--- config.mk ---
export PLATFORM = sky130hd
export DESIGN_NAME = plfs_shade_pipe
export DESIGN_NICKNAME = d
export VERILOG_FILES = /design/src/design/plfs_pkg.sv /design/src/design/plfs_shade_pipe.sv
export SDC_FILE = /design/constraint.sdc
export NUM_CORES = 1
export LEC_CHECK = 0
export ABC_AREA = 0
export BUFFER_PORTS_ARGS = -buffer_cell sky130_fd_sc_hd__buf_2
export CAP_MARGIN = 20
export CORE_ASPECT_RATIO = 1.25
export CORE_MARGIN = 2
export CORE_UTILIZATION = 60
export CTS_CLUSTER_DIAMETER = 200
export DETAILED_ROUTE_END_ITERATION = 10
export PLACE_DENSITY = 0.77
export RECOVER_POWER = 25
export SLEW_MARGIN = 20
export SYNTH_ARGS = -nofsm -noshare
export SYNTH_HDL_FRONTEND = slang
export SYNTH_SLANG_ARGS = --single-unit
--- constraint.sdc ---
create_clock -name clk -period 7.3 [get_ports clk]
set_input_delay 0.365 -clock clk [delete_from_list [all_inputs] [get_ports clk]]
set_output_delay 0.365 -clock clk [all_outputs]
set_load 0.03 [all_outputs]
--- src/design/plfs_pkg.sv ---
// Shared constants and register indexes for the point light falloff shader.
// No dependencies; imported by plfs_shade_pipe and point_light_falloff_shader_core.
`default_nettype none
package plfs_pkg;

    // Default geometry
    localparam int COORD_BITS_DEF     = 16;
    localparam int DIST_FRAC_BITS_DEF = 8;

    // Fixed register and channel widths
    localparam int RADIUS_W = 16;
    localparam int COLOR_W  = 8;
    localparam int CFG_W    = 16;
    localparam int CFG_IDX_W = 2;

    // Configuration register indexes
    typedef enum logic [CFG_IDX_W-1:0] {
        REG_RADIUS = 2'd0,
        REG_RED    = 2'd1,
        REG_GREEN  = 2'd2,
        REG_BLUE   = 2'd3
    } cfg_reg_t;

endpackage
`default_nettype wire

--- src/design/plfs_shade_pipe.sv ---
// One color channel: falloff check, scale by color, pipelined divide by radius.
// Uses plfs_pkg for the color width; stalls with the top-level enable.
`default_nettype none
module plfs_shade_pipe #(
    parameter int D_W  = 26,
    parameter int RS_W = 24
) (
    input  wire logic                        clk,
    input  wire logic                        rst_n,
    input  wire logic                        adv,
    input  wire logic                        in_valid,
    input  wire logic [D_W-1:0]              dist_fx,
    input  wire logic [RS_W-1:0]             rs,
    input  wire logic [plfs_pkg::COLOR_W-1:0] color,
    output logic                             out_valid,
    output logic [plfs_pkg::COLOR_W-1:0]     level
);
    import plfs_pkg::*;

    localparam int CMP_W = (D_W > RS_W) ? D_W : RS_W;
    localparam int P_W   = RS_W + COLOR_W;

    logic              ok;
    logic [CMP_W-1:0]  span;

    logic              va_reg;
    logic              ok_a_reg;
    logic [RS_W-1:0]   n_a_reg;
    logic [COLOR_W-1:0] c_a_reg;

    logic              vb_reg;
    logic              ok_b_reg;
    logic [P_W-1:0]    prod_b_reg;

    logic              dv_reg  [COLOR_W];
    logic              dok_reg [COLOR_W];
    logic [P_W-1:0]    rem_reg [COLOR_W];
    logic [COLOR_W-1:0] q_reg  [COLOR_W];

    // Distance inside the radius, and what is left of it
    assign ok   = (CMP_W'(dist_fx) < CMP_W'(rs));
    assign span = CMP_W'(rs) - CMP_W'(dist_fx);

    always_ff @(posedge clk or negedge rst_n)
    begin
        if (!rst_n)
        begin
            va_reg <= 1'b0;
            vb_reg <= 1'b0;
        end
        else if (adv)
        begin
            va_reg <= in_valid;
            vb_reg <= va_reg;
        end
    end

    // Hold remaining span, then scale by the color
    always_ff @(posedge clk)
    begin
        if (adv)
        begin
            ok_a_reg   <= ok;
            n_a_reg    <= span[RS_W-1:0];
            c_a_reg    <= color;
            ok_b_reg   <= ok_a_reg;
            prod_b_reg <= P_W'(c_a_reg) * P_W'(n_a_reg);
        end
    end

    // Restoring divide by the scaled radius, one quotient bit per stage
    for (genvar k = 0; k < COLOR_W; k++) begin : g_div
        logic              pv;
        logic              pok;
        logic [P_W-1:0]    prem;
        logic [COLOR_W-1:0] pq;
        logic [P_W-1:0]    trial;
        logic              ge;

        if (k == 0) begin : g_first
            assign pv   = vb_reg;
            assign pok  = ok_b_reg;
            assign prem = prod_b_reg;
            assign pq   = '0;
        end else begin : g_next
            assign pv   = dv_reg[k-1];
            assign pok  = dok_reg[k-1];
            assign prem = rem_reg[k-1];
            assign pq   = q_reg[k-1];
        end

        assign trial = P_W'(rs) << (COLOR_W - 1 - k);
        assign ge    = (prem >= trial);

        always_ff @(posedge clk or negedge rst_n)
        begin
            if (!rst_n)
            begin
                dv_reg[k] <= 1'b0;
            end
            else if (adv)
            begin
                dv_reg[k] <= pv;
            end
        end

        always_ff @(posedge clk)
        begin
            if (adv)
            begin
                dok_reg[k] <= pok;
                rem_reg[k] <= ge ? (prem - trial) : prem;
                q_reg[k]   <= {pq[COLOR_W-2:0], ge};
            end
        end
    end

    // Drop the channel to zero outside the radius
    assign out_valid = dv_reg[COLOR_W-1];
    assign level     = dok_reg[COLOR_W-1] ? q_reg[COLOR_W-1] : '0;

endmodule
`default_nettype wire

==> impl_table.tex, run 1 <==
\begin{tabular}{lr}
\hline
Metric & Value \\
\hline
\multicolumn{2}{l}{\textbf{Power}} \\
\quad Share of total power consumed by net switching & 43.5\% \\
\quad Share of total power in sequential cells & 24.8\% \\
\quad Leak Pwr & 13.8 nW \\
\quad Power density over the cells & between 500 and 600 nW/um2 \\
\quad P\_sw & 0.00711 W \\
\quad Internal portion of total power & 0.00925 W \\
\quad Max IR drop VDD & approximately 0.00026 V \\
\quad Clock power frac & a little over an eighth \\
\quad Portion of total power attributed to combinational logic & between 60 and 70\% \\
\multicolumn{2}{l}{\textbf{Setup path}} \\
\quad Reg-to-reg slack, setup & between 1000 and 1500 ps \\
\quad Reg-to-reg startpoint & c\_a\_reg[6] \\
\quad Data required time at the worst endpoint & around 7600 ps \\
\quad Register-to-Register Path Depth & 17 \\
\quad Reg2reg end & g\_div[0].prem[30] \\
\quad Maximum fanout along the worst path & 24 \\
\quad Arrival time at the worst endpoint & approximately 6400 ps \\
\quad Start-to-end type of the worst setup path & flop to flop \\
\quad Critical path startpoint & c\_a\_reg[6] \\
\quad Worst setup SP type & flop \\
\quad Kind of end point of the critical path & flop \\
\multicolumn{2}{l}{\textbf{Run status}} \\
\quad Failing checks & capacitance limit, slew limit \\
\quad Run status & finished, violations left \\
\multicolumn{2}{l}{\textbf{Worst hold path}} \\
\quad Terminating pin of the worst hold path & va\_reg \\
\quad Startpoint of the most critical hold path & in\_valid \\
\quad Number of cells on the worst hold path & 2 \\
\quad Classification of the worst-slack hold path & input pin to flop \\
\multicolumn{2}{l}{\textbf{Floorplanning}} \\
\quad Y dimension of the die & $\sim$250 um \\
\quad DIE WIDTH & 203 um \\
\quad Row Count & 91 \\
\quad CORE AREA & about 49000 um2 \\
\quad Starting utilization of the core area & 60.6\% \\
\quad Full die area & 51500 um2 \\
\quad Number of I/O pins & 71 \\
\multicolumn{2}{l}{\textbf{STA}} \\
\quad Count of final max-slew check failures & roughly 110 \\
\quad Final worst-path cycle share & a little over four fifths \\
\quad Max transition margin & -320\% \\
\quad Total Neg Setup Slack & 0 ps \\
\quad FMAX & 164 MHz \\
\quad Minimum hold slack & approximately 42 ps \\
\quad Final Critical Period & 6080 ps \\
\quad Count of final hold-check violations & 0 \\
\quad Clock Skews & 20.6 ps \\
\quad Transition at the pin with the smallest max-transition slack & 6290 ps \\
\quad Final setup violating endpoints & 0 \\
\quad Unrepaired setup endpoints after global routing & no \\
\multicolumn{2}{l}{\textbf{Place}} \\
\quad RD Place Congestion & $\sim$0.95 \\
\quad Placed wire-length estimate after detailed placement & between 50000 and 60000 um \\
\quad Post-place instance area & 30800 um2 \\
\quad Count of buffers from port buffering & 70 \\
\multicolumn{2}{l}{\textbf{Layout}} \\
\quad Fraction of final layout cells with drive strength greater than 1 & under 10\% \\
\quad Number of flip-flops in the largest register & about 220 \\
\quad Net count of the finished layout & between 3000 and 4000 \\
\quad Number of filler cells placed in the layout & roughly 3800 \\
\quad Post-route cell area & 32200 um2 \\
\quad Diode insertion count for antenna repair & 0 \\
\quad Area growth, synth to finish & 8.22\% \\
\multicolumn{2}{l}{\textbf{Logic synthesis}} \\
\quad Post-synth EDFFs & between 300 and 400 \\
\quad Largest area contributor in the synthesized netlist & sky130\_fd\_sc\_hd\_\_edfxtp\_1 \\
\quad Count of warnings emitted by yosys & 0 \\
\quad Post-synthesis net count & roughly 3500 \\
\quad Area fraction of the dominant cell type after synthesis & $\sim$34\% \\
\quad Proportion of register bits with asynchronous set or reset after synthesis & just under 3\% \\
\quad Synth Instances & 3049 \\
\quad Synthesized cell area & around 30000 um2 \\
\quad Ranking of synthesized cells by area & sky130\_fd\_sc\_hd\_\_edfxtp\_1 (34\%), sky130\_fd\_sc\_hd\_\_ha\_1 (12\%), sky130\_fd\_sc\_hd\_\_fa\_1 (9.4\%), sky130\_fd\_sc\_hd\_\_a21oi\_1 (4.1\%), sky130\_fd\_sc\_hd\_\_xnor2\_1 (3.8\%) \\
\quad Number of distinct library cells after synthesis & 78 \\
\quad Avg Synthesized Cell Area & 9.77 um2 \\
\quad Sequential fraction of the synthesis area & roughly a third \\
\quad Most common flop cell mapped by yosys & sky130\_fd\_sc\_hd\_\_edfxtp\_1 \\
\quad Total of flip-flops plus latches after synthesis & between 300 and 400 \\
\multicolumn{2}{l}{\textbf{Clock tree}} \\
\quad TritonCTS clock tree & done \\
\quad Number of buffers on the longest clock path & 3 \\
\quad Total CTS buffers & 38 \\
\quad Clock Tree Root & sky130\_fd\_sc\_hd\_\_clkbuf\_16 \\
\quad \# Post-CTS Setup Buffers & 0 \\
\quad CTS Sinks & roughly 340 \\
\quad Post-CTS clock slew at the launch and capture registers of the worst setup and hold paths & $\sim$60 ps \\
\quad Clock latency on the worst-skew pair & just under 600 ps \\
\quad CTS HTree Levels & 2 \\
\multicolumn{2}{l}{\textbf{Drt}} \\
\quad Overall via count from detail\_route & around 23000 \\
\quad Number of DRC violations after detailed routing & 0 \\
\quad Drt total wl & 70600 um \\
\quad Via density & 6.08 \\
\quad Number of violations reported at the end of detailed-routing iteration 0 & 1021 \\
\quad Drt first pass iters & 6 \\
\quad Residual antenna-violating net count after detailed routing & 0 \\
\quad Average wire per standard cell & $\sim$19 um \\
\multicolumn{2}{l}{\textbf{Flow run}} \\
\quad MaxCap Viol Count & 1 \\
\multicolumn{2}{l}{\textbf{GRT}} \\
\quad Number of global-route vias before repair & approximately 24000 \\
\quad Gr usage total & 27.6\% \\
\quad Global-route congestion overflow total & 0 \\
\quad Largest net degree at the start of global routing & between 150 and 200 \\
\quad First-pass GRT wire length & around 110000 um \\
\quad Antenna violations before repair & 0 \\
\hline
\end{tabular}
==> cell families (layout without fill, tap and decap cells) <==
kind of cell / after synthesis / in the layout / synth area share, %
AO/OA/AOI/OAI: 798 / 798 / 17.0
XOR/XNOR: 201 / 201 / 5.91
AND/OR/NAND/NOR: 876 / 876 / 14.7
adder cells (fa/ha/maj): 431 / 431 / 21.6
multiplexers: 48 / 48 / 1.78
flip-flops: 344 / 344 / 34.5
buffers and inverters: 351 / 432 / 4.46
==> routing by layer <==
layer	routed length, um	global-route usage (%)
met4	2780	12.1
met2	38900	55.1
met3	2840	3.26
met5	0	0
met1	26100	28.4
==> power by group through the flow <==
stage / combinational, W / clock, W / sequential [W]
after floorplan: 0.00799 / 0 / 0.00390
after global placement: 0.00958 / 0 / 0.00404
after detailed placement: 0.0100 / 0 / 0.00407
after CTS: 0.0101 / 0.00215 / 0.00404
after global routing: 0.0113 / 0.00222 / 0.00414
final: 0.0102 / 0.00213 / 0.00406
==> cells in the mapped netlist, drive strengths merged, types with 9 or more instances <==
cell / number
a31oi: 22
o21a: 36
a211oi: 23
nor3: 47
and3: 15
fa: 140
nor4: 19
nand4: 38
or3: 11
o211ai: 11
xnor2: 129
or2: 11
clkbuf: 67
nor2b: 43
o21ai: 192
and2: 166
dfrtp: 10
o311ai: 10
mux2: 40
buf: 15
inv: 269
xor2: 72
a21o: 115
nand2: 254
nand3: 45
edfxtp: 334
ha: 291
nand2b: 38
o2111ai: 9
and4: 9
nor2: 161
a211o: 9
a21oi: 244
a2111oi: 12
o21bai: 26
o31ai: 22
==> timing repair <==
item                      4_1_cts  5_1_grt
hold buffers                    9        0
hold endpoints to repair       18        0
resized for setup               0        0
==> metrics by stage <==
| stage | power [W] | utilization (%) | setup slack, ps | instances |
|---|---|---|---|---|
| 3_3_place_gp | 0.0136 | 62.6 | 1360 | 3702 |
| 4_1_cts | 0.0163 | 65.6 | 1230 | 3780 |
| 5_1_grt | 0.0177 | 65.5 | 931 | 3781 |
| 6_report | 0.0164 | 65.5 | 1220 | 3781 |
| 3_5_place_dp | 0.0141 | 62.6 | 1240 | 3702 |
| 2_1_floorplan | 0.0119 | - | 2030 | 3049 |
==> placed cells by master, fill, tap and decap left out, types with 10 or more instances in the layout <==
master	n
sky130_fd_sc_hd__xnor2_1	129
sky130_fd_sc_hd__o311ai_0	10
sky130_fd_sc_hd__and2_1	165
sky130_fd_sc_hd__nor2_1	160
sky130_fd_sc_hd__o21a_1	36
sky130_fd_sc_hd__or2_2	11
sky130_fd_sc_hd__a21oi_1	243
sky130_fd_sc_hd__a31oi_1	22
sky130_fd_sc_hd__nor3_1	47
sky130_fd_sc_hd__clkbuf_16	39
sky130_fd_sc_hd__o21ai_0	185
sky130_fd_sc_hd__o211ai_1	11
sky130_fd_sc_hd__a211oi_1	23
sky130_fd_sc_hd__a21o_1	114
sky130_fd_sc_hd__and3_1	15
sky130_fd_sc_hd__mux2_2	40
sky130_fd_sc_hd__or3_1	11
sky130_fd_sc_hd__nand2b_1	38
sky130_fd_sc_hd__nor4_1	19
sky130_fd_sc_hd__edfxtp_1	334
sky130_fd_sc_hd__nand4_1	38
sky130_fd_sc_hd__nand2_1	254
sky130_fd_sc_hd__inv_1	268
sky130_fd_sc_hd__buf_2	65
sky130_fd_sc_hd__o21bai_1	26
sky130_fd_sc_hd__o31ai_1	22
sky130_fd_sc_hd__buf_4	13
sky130_fd_sc_hd__nand3_1	45
sky130_fd_sc_hd__fa_1	140
sky130_fd_sc_hd__nor2b_1	41
sky130_fd_sc_hd__ha_1	291
sky130_fd_sc_hd__a2111oi_0	11
sky130_fd_sc_hd__xor2_1	72
sky130_fd_sc_hd__dfrtp_1	10
==> how the worst max path moves through the flow <==
| stage | to | cells past startpoint | slack (ps) |
|---|---|---|---|
| global route | g_div[0].prem[18] | 2 | 930 |
| detailed placement | g_div[0].prem[30] | 17 | 1240 |
| floorplan | g_div[0].prem[30] | 18 | 2030 |
| finish | g_div[0].prem[30] | 17 | 1220 |
| CTS | g_div[0].prem[30] | 17 | 1230 |
| global placement | g_div[0].prem[30] | 17 | 1360 |
==> cell type report <==
class	count	area [um2]	share of cell area, %
clock buffers	40	980	3.04
inverters	269	1010	3.13
multi-input cells	2354	18200	56.5
clock inverters	29	378	1.17
well taps	651	815	2.53
repair buffers	94	559	1.73
flip-flops and latches	344	10300	31.9
==> critical path: stages (launching register included) <==
cell and delay [ps]:
sky130_fd_sc_hd__edfxtp_1 880, sky130_fd_sc_hd__and2_1 260, sky130_fd_sc_hd__fa_1 450, sky130_fd_sc_hd__fa_1 520
sky130_fd_sc_hd__fa_1 550, sky130_fd_sc_hd__inv_1 60, sky130_fd_sc_hd__fa_1 540, sky130_fd_sc_hd__inv_1 40
sky130_fd_sc_hd__ha_1 330, sky130_fd_sc_hd__and2_1 220, sky130_fd_sc_hd__a221o_1 330, sky130_fd_sc_hd__or3_1 340
sky130_fd_sc_hd__o211ai_1 270, sky130_fd_sc_hd__o21a_1 240, sky130_fd_sc_hd__o21a_1 270, sky130_fd_sc_hd__o21ba_2 200
sky130_fd_sc_hd__nor4_1 50, sky130_fd_sc_hd__a311o_1 270
Power figures use the tool's default switching activity.
==> run 2: changes to the inputs <==
--- a/config.mk
+++ b/config.mk
@@ -10,10 +10,10 @@
 export CAP_MARGIN = 20
 export CORE_ASPECT_RATIO = 1.25
 export CORE_MARGIN = 2
-export CORE_UTILIZATION = 60
+export CORE_UTILIZATION = 59
 export CTS_CLUSTER_DIAMETER = 200
 export DETAILED_ROUTE_END_ITERATION = 10
-export PLACE_DENSITY = 0.77
+export PLACE_DENSITY = 0.79
 export RECOVER_POWER = 25
 export SLEW_MARGIN = 20
 export SYNTH_ARGS = -nofsm -noshare
==> constraint.sdc (replaced) <==
create_clock -name clk -period 4.92 [get_ports clk]
set_input_delay 0.246 -clock clk [delete_from_list [all_inputs] [get_ports clk]]
set_output_delay 0.246 -clock clk [all_outputs]
set_load 0.03 [all_outputs]
==> run 2 against run 1 <==
Net effect: the flow finishes with violations (capacitance limit, slew limit, setup timing); first-iteration DRC count up 26%; largest power group unchanged; die area rose by 1.7%; global-route usage rose by 0.57 points; final area grew 3.6%; non-clock buffer count is 113 higher; worst hold slack better by 57 ps; cell count rose by 3.1%; clock skew fell by 1.5 ps; sequential power rose by 48%.
==> impl_table.tex, run 2 (same netlist as run 1, synthesis figures left out) <==
\begin{tabular}{lr}
\hline
Metric & Value \\
\hline
\multicolumn{2}{l}{\textbf{Run status}} \\
\quad Run status & finished, violations left (unchanged) \\
\quad Failing checks & capacitance limit, slew limit, setup timing (was capacitance limit, slew limit) \\
\multicolumn{2}{l}{\textbf{Layout}} \\
\quad Diode insertion count for antenna repair & 0 (unchanged) \\
\quad Commonest cells after routing, fill and taps aside & sky130\_fd\_sc\_hd\_\_edfxtp\_1 (334), sky130\_fd\_sc\_hd\_\_ha\_1 (281), sky130\_fd\_sc\_hd\_\_inv\_1 (258) (was sky130\_fd\_sc\_hd\_\_edfxtp\_1 (334), sky130\_fd\_sc\_hd\_\_ha\_1 (291), sky130\_fd\_sc\_hd\_\_inv\_1 (268)) \\
\quad Most frequent standard cell in the layout excluding fill and tap cells & sky130\_fd\_sc\_hd\_\_edfxtp\_1 (unchanged) \\
\quad Multi-input gate area in the final layout & 18500 um2 (was 18200 um2) \\
\quad Number of filler cells placed in the layout & 3783 (was 3836) \\
\quad Final Non-Filler Cells & 3900 (was 3781) \\
\quad Fraction of final layout cells with drive strength greater than 1 & 11.8\% (was 6.96\%) \\
\quad Net count of the finished layout & 3708 (was 3594) \\
\quad Area growth, synth to finish & 12.1\% (was 8.22\%) \\
\quad Number of flip-flops in the largest register & 224 (unchanged) \\
\quad Sequential cell area & 10300 um2 (unchanged) \\
\multicolumn{2}{l}{\textbf{Clock tree}} \\
\quad CTS HTree Levels & 2 (unchanged) \\
\quad TritonCTS clock tree & done (unchanged) \\
\quad Post-CTS clock slew at the launch and capture registers of the worst setup and hold paths & 60 ps (about the same) \\
\quad Total CTS buffers & 39 (was 38) \\
\quad Clock Tree Root & sky130\_fd\_sc\_hd\_\_clkbuf\_16 (unchanged) \\
\quad Number of buffers on the longest clock path & 3 (unchanged) \\
\quad CTS Sinks & 344 (unchanged) \\
\quad Clock latency on the worst-skew pair & 570 ps (was 580 ps) \\
\multicolumn{2}{l}{\textbf{Setup path}} \\
\quad Start-to-end type of the worst setup path & flop to flop (unchanged) \\
\quad Register-to-Register Path Depth & 19 (was 17) \\
\quad Critical path startpoint & c\_a\_reg[7] (was c\_a\_reg[6]) \\
\quad Reg2reg end & g\_div[0].prem[31] (was g\_div[0].prem[30]) \\
\quad Maximum fanout along the worst path & 7 (was 24) \\
\quad CP endpoint & g\_div[0].prem[31] (was g\_div[0].prem[30]) \\
\quad Reg-to-reg startpoint & c\_a\_reg[7] (was c\_a\_reg[6]) \\
\quad Worst setup SP type & flop (unchanged) \\
\quad Reg-to-reg slack, setup & -320 ps (was 1220 ps) \\
\quad Kind of end point of the critical path & flop (unchanged) \\
\quad Data required time at the worst endpoint & 5230 ps (was 7610 ps) \\
\quad Arrival time at the worst endpoint & 5550 ps (was 6390 ps) \\
\multicolumn{2}{l}{\textbf{Place}} \\
\quad Placed wire-length estimate after detailed placement & 57000 um (was 54600 um) \\
\quad RD Place Congestion & 0.955 (was 0.945) \\
\quad Placed instance count & 3800 (was 3702) \\
\quad Count of buffers from port buffering & 70 (unchanged) \\
\multicolumn{2}{l}{\textbf{GRT}} \\
\quad Number of global-route vias before repair & 24800 (was 24100) \\
\quad Gr usage total & 28.2\% (was 27.6\%) \\
\quad Global-route congestion overflow total & 0 (unchanged) \\
\quad Largest net degree at the start of global routing & 128 (was 169) \\
\quad Antenna violations before repair & 0 (unchanged) \\
\quad First-pass GRT wire length & 118000 um (was 114000 um) \\
\multicolumn{2}{l}{\textbf{Drt}} \\
\quad Number of violations reported at the end of detailed-routing iteration 0 & 1285 (was 1021) \\
\quad Via density & 6.11 (was 6.08) \\
\quad Drt first pass iters & 6 (unchanged) \\
\quad Average wire per standard cell & 18.9 um (was 18.7 um) \\
\quad Residual antenna-violating net count after detailed routing & 0 (unchanged) \\
\quad Number of DRC violations after detailed routing & 0 (unchanged) \\
\quad Overall via count from detail\_route & 23800 (was 23000) \\
\quad Drt total wl & 73600 um (was 70600 um) \\
\multicolumn{2}{l}{\textbf{Power}} \\
\quad Leak Pwr & 14.4 nW (was 13.8 nW) \\
\quad Power density over the cells & 797 nW/um2 (was 507 nW/um2) \\
\quad Max IR drop VDD & 0.000476 V (was 0.000262 V) \\
\quad Overall power of the completed layout & 0.0266 W (was 0.0164 W) \\
\multicolumn{2}{l}{\textbf{Flow run}} \\
\quad MaxCap Viol Count & 1 (unchanged) \\
\multicolumn{2}{l}{\textbf{Floorplanning}} \\
\quad Starting utilization of the core area & 59.4\% (was 60.6\%) \\
\quad Number of I/O pins & 71 (unchanged) \\
\quad Y dimension of the die & 255 um (was 253 um) \\
\quad Full die area & 52300 um2 (was 51500 um2) \\
\quad Row Count & 92 (was 91) \\
\quad CORE AREA & 50200 um2 (was 49200 um2) \\
\quad DIE WIDTH & 205 um (was 203 um) \\
\multicolumn{2}{l}{\textbf{STA}} \\
\quad Final setup violating endpoints & 11 (was 0) \\
\quad Count of final hold-check violations & 0 (unchanged) \\
\quad Count of final max-slew check failures & 126 (was 114) \\
\quad Transition at the pin with the smallest max-transition slack & 3350 ps (was 6290 ps) \\
\quad Final worst-path cycle share & 106\% (was 83.3\%) \\
\quad Clock Skews & 19.2 ps (was 20.6 ps) \\
\quad FMAX & 191 MHz (was 164 MHz) \\
\quad Minimum hold slack & 98.7 ps (was 41.6 ps) \\
\quad Max transition margin & -123\% (was -320\%) \\
\quad Final Critical Period & 5240 ps (was 6080 ps) \\
\quad Min setup slack post-route & -316 ps (was 1220 ps) \\
\quad Unrepaired setup endpoints after global routing & yes (was no) \\
\multicolumn{2}{l}{\textbf{Worst hold path}} \\
\quad Classification of the worst-slack hold path & input pin to flop (unchanged) \\
\hline
\end{tabular}
[run 2: worst max-delay path, cell delays in order, from the launching register on]
cell	delay (ps)
sky130_fd_sc_hd__edfxtp_1	480
sky130_fd_sc_hd__buf_6	170
sky130_fd_sc_hd__buf_12	130
sky130_fd_sc_hd__and2_4	130
sky130_fd_sc_hd__fa_1	500
sky130_fd_sc_hd__fa_1	520
sky130_fd_sc_hd__fa_1	560
sky130_fd_sc_hd__inv_2	40
sky130_fd_sc_hd__fa_1	560
sky130_fd_sc_hd__inv_2	50
sky130_fd_sc_hd__ha_4	210
sky130_fd_sc_hd__a21o_1	170
sky130_fd_sc_hd__a21o_1	200
sky130_fd_sc_hd__a211oi_2	280
sky130_fd_sc_hd__a21oi_2	120
sky130_fd_sc_hd__o21ai_2	220
sky130_fd_sc_hd__a31oi_4	90
sky130_fd_sc_hd__a211o_1	340
sky130_fd_sc_hd__a21oi_2	130
sky130_fd_sc_hd__xnor2_1	80
[run 2: per-stage QoR]
step	worst slack (ps)	setup TNS (ps)	instance area, um2	utilization [%]
5_1_grt	-546	-4990	33400	66.6
4_1_cts	-322	-2320	33100	66.0
2_1_floorplan	-173	-213	29900	-
3_3_place_gp	-378	-3030	31600	62.9
3_5_place_dp	-477	-4330	31600	62.9
6_report	-316	-2580	33400	66.6
[run 2: layout make-up]
class	count	area share, %
multi-input combinational	2354	55.4
sequential	344	30.8
timing repair buffer	207	4.50
clock buffer	46	3.06
inverter	269	3.02
tap	658	2.46
clock inverter	22	0.790
[run 2: how the worst min path moves through the flow]
stage                      from           to  slack (ps)  cells past startpoint
floorplan                 rst_n  g_div[0].pv         -50                      0
global placement          rst_n    out_valid         100                      1
detailed placement        rst_n    out_valid         120                      1
CTS                       rst_n  g_div[0].pv          40                      2
global route        dist_fx[25]     ok_a_reg         110                      4
finish              dist_fx[25]     ok_a_reg         100                      4
[run 2: routing by layer]
metal,wire length (um),track usage (%)
met1,27000,29.7
met3,3550,3.64
met2,39200,54.0
met5,0,0
met4,3790,15.0
[run 2: what timing repair did]
action                                 in CTS  in global routing
setup endpoints to repair                  13                 16
hold buffers                               10                  0
endpoints found under the hold margin      19                  0
gates resized for setup                    26                 49
buffers inserted                            8                 15
pin swaps                                  18                 32
[run 2: report_power, final]
part	switching (W)	internal, W	leakage, nW	total [W]
logic	0.00944	0.00818	10.4	0.0176
clock network	0.00124	0.00176	0.611	0.00300
registers	0.000672	0.00532	3.35	0.00599
total	0.0114	0.0153	14.4	0.0266
==> run 3: changes to the inputs <==
--- a/config.mk
+++ b/config.mk
@@ -12,9 +12,11 @@
 export CORE_MARGIN = 2
 export CORE_UTILIZATION = 59
 export CTS_CLUSTER_DIAMETER = 200
+export CTS_CLUSTER_SIZE = 30
 export DETAILED_ROUTE_END_ITERATION = 10
 export PLACE_DENSITY = 0.79
 export RECOVER_POWER = 25
+export SKIP_CTS_REPAIR_TIMING = 1
 export SLEW_MARGIN = 20
 export SYNTH_ARGS = -nofsm -noshare
 export SYNTH_HDL_FRONTEND = slang
==> run 3 against run 2 <==
Net effect: the flow still finishes with violations (capacitance limit, slew limit, setup timing); total power down 6.8%; via count down 1.8%; die area unchanged; sequential cell count unchanged; clock skew up 15 ps; core utilization down 2.0 points; final area down 3.0%; non-clock buffer count down 7; critical endpoint is now g_div[0].prem[30]; largest cell class unchanged; largest power group unchanged.
==> impl_table.tex, run 3 (same netlist as run 1, synthesis figures left out) <==
\begin{tabular}{lr}
\hline
Metric & Value \\
\hline
\multicolumn{2}{l}{\textbf{GRT}} \\
\quad Gr usage total & 27.5\% (was 28.2\%) \\
\quad Global-route congestion overflow total & 0 (unchanged) \\
\quad First-pass GRT wire length & 116000 um (was 118000 um) \\
\quad Largest net degree at the start of global routing & 128 (unchanged) \\
\quad Antenna violations before repair & 0 (unchanged) \\
\quad Number of global-route vias before repair & 24400 (was 24800) \\
\multicolumn{2}{l}{\textbf{Clock tree}} \\
\quad Total CTS buffers & 15 (was 39) \\
\quad CTS Sinks & 344 (unchanged) \\
\quad CTS HTree Levels & 1 (was 2) \\
\quad Post-CTS clock slew at the launch and capture registers of the worst setup and hold paths & 120 ps (was 60 ps) \\
\quad Number of buffers on the longest clock path & 3 (unchanged) \\
\quad Clock Tree Root & sky130\_fd\_sc\_hd\_\_clkbuf\_16 (unchanged) \\
\quad TritonCTS clock tree & done (unchanged) \\
\quad Clock latency on the worst-skew pair & 550 ps (was 570 ps) \\
\multicolumn{2}{l}{\textbf{Setup path}} \\
\quad Worst setup SP type & flop (unchanged) \\
\quad Slowest cell on the critical path & sky130\_fd\_sc\_hd\_\_fa\_1 (unchanged) \\
\quad Slowest Stage Delay on Critical Path & 570 ps (was 560 ps) \\
\quad Most frequent cell on the critical path & sky130\_fd\_sc\_hd\_\_fa\_1 (unchanged) \\
\quad Maximum fanout along the worst path & 4 (was 7) \\
\quad Start-to-end type of the worst setup path & flop to flop (unchanged) \\
\quad Data required time at the worst endpoint & 5220 ps (was 5230 ps) \\
\quad Arrival time at the worst endpoint & 5600 ps (was 5550 ps) \\
\quad Critical path cell sequence & buf\_6 -> and2\_4 -> fa\_1 -> fa\_1 -> fa\_1 -> inv\_1 -> fa\_1 -> inv\_2 -> ha\_4 -> and2\_4 -> a221o\_1 -> or3\_1 -> o211ai\_1 -> o21a\_1 -> o21a\_2 -> o21ba\_4 -> nor4\_2 -> a311o\_1 (was buf\_6 -> buf\_12 -> and2\_4 -> fa\_1 -> fa\_1 -> fa\_1 -> inv\_2 -> fa\_1 -> inv\_2 -> ha\_4 -> a21o\_1 -> a21o\_1 -> a211oi\_2 -> a21oi\_2 -> o21ai\_2 -> a31oi\_4 -> a211o\_1 -> a21oi\_2 -> xnor2\_1) \\
\quad Kind of end point of the critical path & flop (unchanged) \\
\multicolumn{2}{l}{\textbf{Floorplanning}} \\
\quad Full die area & 52300 um2 (unchanged) \\
\quad Number of I/O pins & 71 (unchanged) \\
\quad Y dimension of the die & 255 um (unchanged) \\
\quad CORE AREA & 50200 um2 (unchanged) \\
\quad DIE WIDTH & 205 um (unchanged) \\
\quad Starting utilization of the core area & 59.4\% (unchanged) \\
\quad Row Count & 92 (unchanged) \\
\multicolumn{2}{l}{\textbf{STA}} \\
\quad Final setup violating endpoints & 11 (unchanged) \\
\quad FMAX & 189 MHz (was 191 MHz) \\
\quad Count of final max-slew check failures & 126 (unchanged) \\
\quad Count of final hold-check violations & 0 (unchanged) \\
\quad Clock Skews & 33.9 ps (was 19.2 ps) \\
\quad Min setup slack post-route & -383 ps (was -316 ps) \\
\quad Transition at the pin with the smallest max-transition slack & 3350 ps (about the same) \\
\quad Max transition margin & -123\% (about the same) \\
\quad Minimum hold slack & 105 ps (was 98.7 ps) \\
\quad Total Neg Setup Slack & -2750 ps (was -2580 ps) \\
\quad Final Critical Period & 5300 ps (was 5240 ps) \\
\quad Final worst-path cycle share & 108\% (was 106\%) \\
\quad Unrepaired setup endpoints after global routing & yes (unchanged) \\
\multicolumn{2}{l}{\textbf{Layout}} \\
\quad Final standard cell utilization of the core & 64.5\% (was 66.6\%) \\
\quad Fraction of final layout cells with drive strength greater than 1 & 10.0\% (was 11.8\%) \\
\quad Area growth, synth to finish & 8.72\% (was 12.1\%) \\
\quad Commonest cells after routing, fill and taps aside & sky130\_fd\_sc\_hd\_\_edfxtp\_1 (334), sky130\_fd\_sc\_hd\_\_ha\_1 (282), sky130\_fd\_sc\_hd\_\_inv\_1 (263) (was sky130\_fd\_sc\_hd\_\_edfxtp\_1 (334), sky130\_fd\_sc\_hd\_\_ha\_1 (281), sky130\_fd\_sc\_hd\_\_inv\_1 (258)) \\
\quad Number of filler cells placed in the layout & 3935 (was 3783) \\
\quad Final Non-Filler Cells & 3846 (was 3900) \\
\quad Most frequent standard cell in the layout excluding fill and tap cells & sky130\_fd\_sc\_hd\_\_edfxtp\_1 (unchanged) \\
\quad Diode insertion count for antenna repair & 0 (unchanged) \\
\quad Net count of the finished layout & 3677 (was 3708) \\
\quad Number of flip-flops in the largest register & 224 (unchanged) \\
\multicolumn{2}{l}{\textbf{Place}} \\
\quad Placed wire-length estimate after detailed placement & 57000 um (unchanged) \\
\quad Placed instance count & 3800 (unchanged) \\
\quad RD Place Congestion & 0.955 (unchanged) \\
\quad Count of buffers from port buffering & 70 (unchanged) \\
\multicolumn{2}{l}{\textbf{Drt}} \\
\quad Residual antenna-violating net count after detailed routing & 0 (unchanged) \\
\quad Average wire per standard cell & 18.8 um (was 18.9 um) \\
\quad Number of violations reported at the end of detailed-routing iteration 0 & 1346 (was 1285) \\
\quad Via density & 6.08 (was 6.11) \\
\quad Number of DRC violations after detailed routing & 0 (unchanged) \\
\quad Drt total wl & 72200 um (was 73600 um) \\
\quad Overall via count from detail\_route & 23400 (was 23800) \\
\quad Drt first pass iters & 7 (was 6) \\
\multicolumn{2}{l}{\textbf{Power}} \\
\quad Max IR drop VDD & 0.000449 V (was 0.000476 V) \\
\quad Portion of total power attributed to combinational logic & 69.7\% (was 66.2\%) \\
\quad Clock power frac & 6.2\% (was 11.3\%) \\
\quad Leak Pwr & 13.9 nW (was 14.4 nW) \\
\quad Share of total power in sequential cells & 24.1\% (was 22.5\%) \\
\quad Share of total power consumed by net switching & 44.3\% (was 42.7\%) \\
\quad Power density over the cells & 766 nW/um2 (was 797 nW/um2) \\
\quad P\_sw & 0.0110 W (was 0.0114 W) \\
\quad Internal portion of total power & 0.0138 W (was 0.0153 W) \\
\multicolumn{2}{l}{\textbf{Flow run}} \\
\quad MaxCap Viol Count & 1 (unchanged) \\
\multicolumn{2}{l}{\textbf{Worst hold path}} \\
\quad Classification of the worst-slack hold path & input pin to flop (unchanged) \\
\multicolumn{2}{l}{\textbf{Run status}} \\
\quad Run status & finished, violations left (unchanged) \\
\quad Failing checks & capacitance limit, slew limit, setup timing (unchanged) \\
\hline
\end{tabular}
==> run 3: final timing paths <==
kind,startpoint,to,slack [ps],depth (start not counted)
worst max-delay path,n_a_reg[6],g_div[0].prem[30],-380,18
worst min-delay path,dist_fx[25],ok_a_reg,100,4
worst max register to register,n_a_reg[6],g_div[0].prem[30],-380,18
worst min register to register,q_reg[1][1],q_reg[1][10],430,0
max in group asynchronous,rst_n,g_div[0].pv,4350,2
min in group asynchronous,rst_n,out_valid,210,2
==> run 3: final cells by class <==
class	count	area, um2	area share (%)
clock buffers	20	394	1.22
clock inverters	1	16.3	0.0502
inverters	269	1010	3.12
multi-input cells	2354	18400	57.0
flip-flops and latches	344	10300	31.7
well taps	658	823	2.54
repair buffers	200	1410	4.36
==> run 3: worst max-delay path: cells and delay by family (launching register included) <==
kind | cells | cell delay [ps]
AOI/OAI and AO/OA | 6 | 1460
DFF | 1 | 470
buffers and inverters | 3 | 250
adders and majority gates | 5 | 2220
and+or+nand+nor | 4 | 660
==> run 3: metal layers <==
| metal | part of all wire, % | vias to the layer above | GRT usage [%] | routed length (um) |
|---|---|---|---|---|
| met1 | 37 | 11300 | 29.3 | 27000 |
| met4 | 4.6 | 0 | 13.7 | 3290 |
| met3 | 4.3 | 199 | 2.47 | 3070 |
| met2 | 54 | 715 | 53.8 | 38900 |
| met5 | 0 | - | 0 | 0 |
| li1 | - | 11200 | - | - |
==> run 3: power by group through the flow <==
stage	Clock (W)	Combinational (W)	Sequential (W)
after floorplan	0	0.0121	0.00579
after global placement	0	0.0154	0.00595
after detailed placement	0	0.0162	0.00602
after CTS	0.00156	0.0163	0.00595
after global routing	0.00164	0.0192	0.00609
final	0.00154	0.0173	0.00598
==> run 3: stage by stage <==
stage / power, W / instance area, um2 / worst slack [ps]
after floorplan: 0.0179 / 29900 / -173
after global placement: 0.0214 / 31600 / -378
after detailed placement: 0.0222 / 31600 / -477
after CTS: 0.0238 / 32000 / -494
after global routing: 0.0269 / 32400 / -516
final: 0.0248 / 32400 / -383
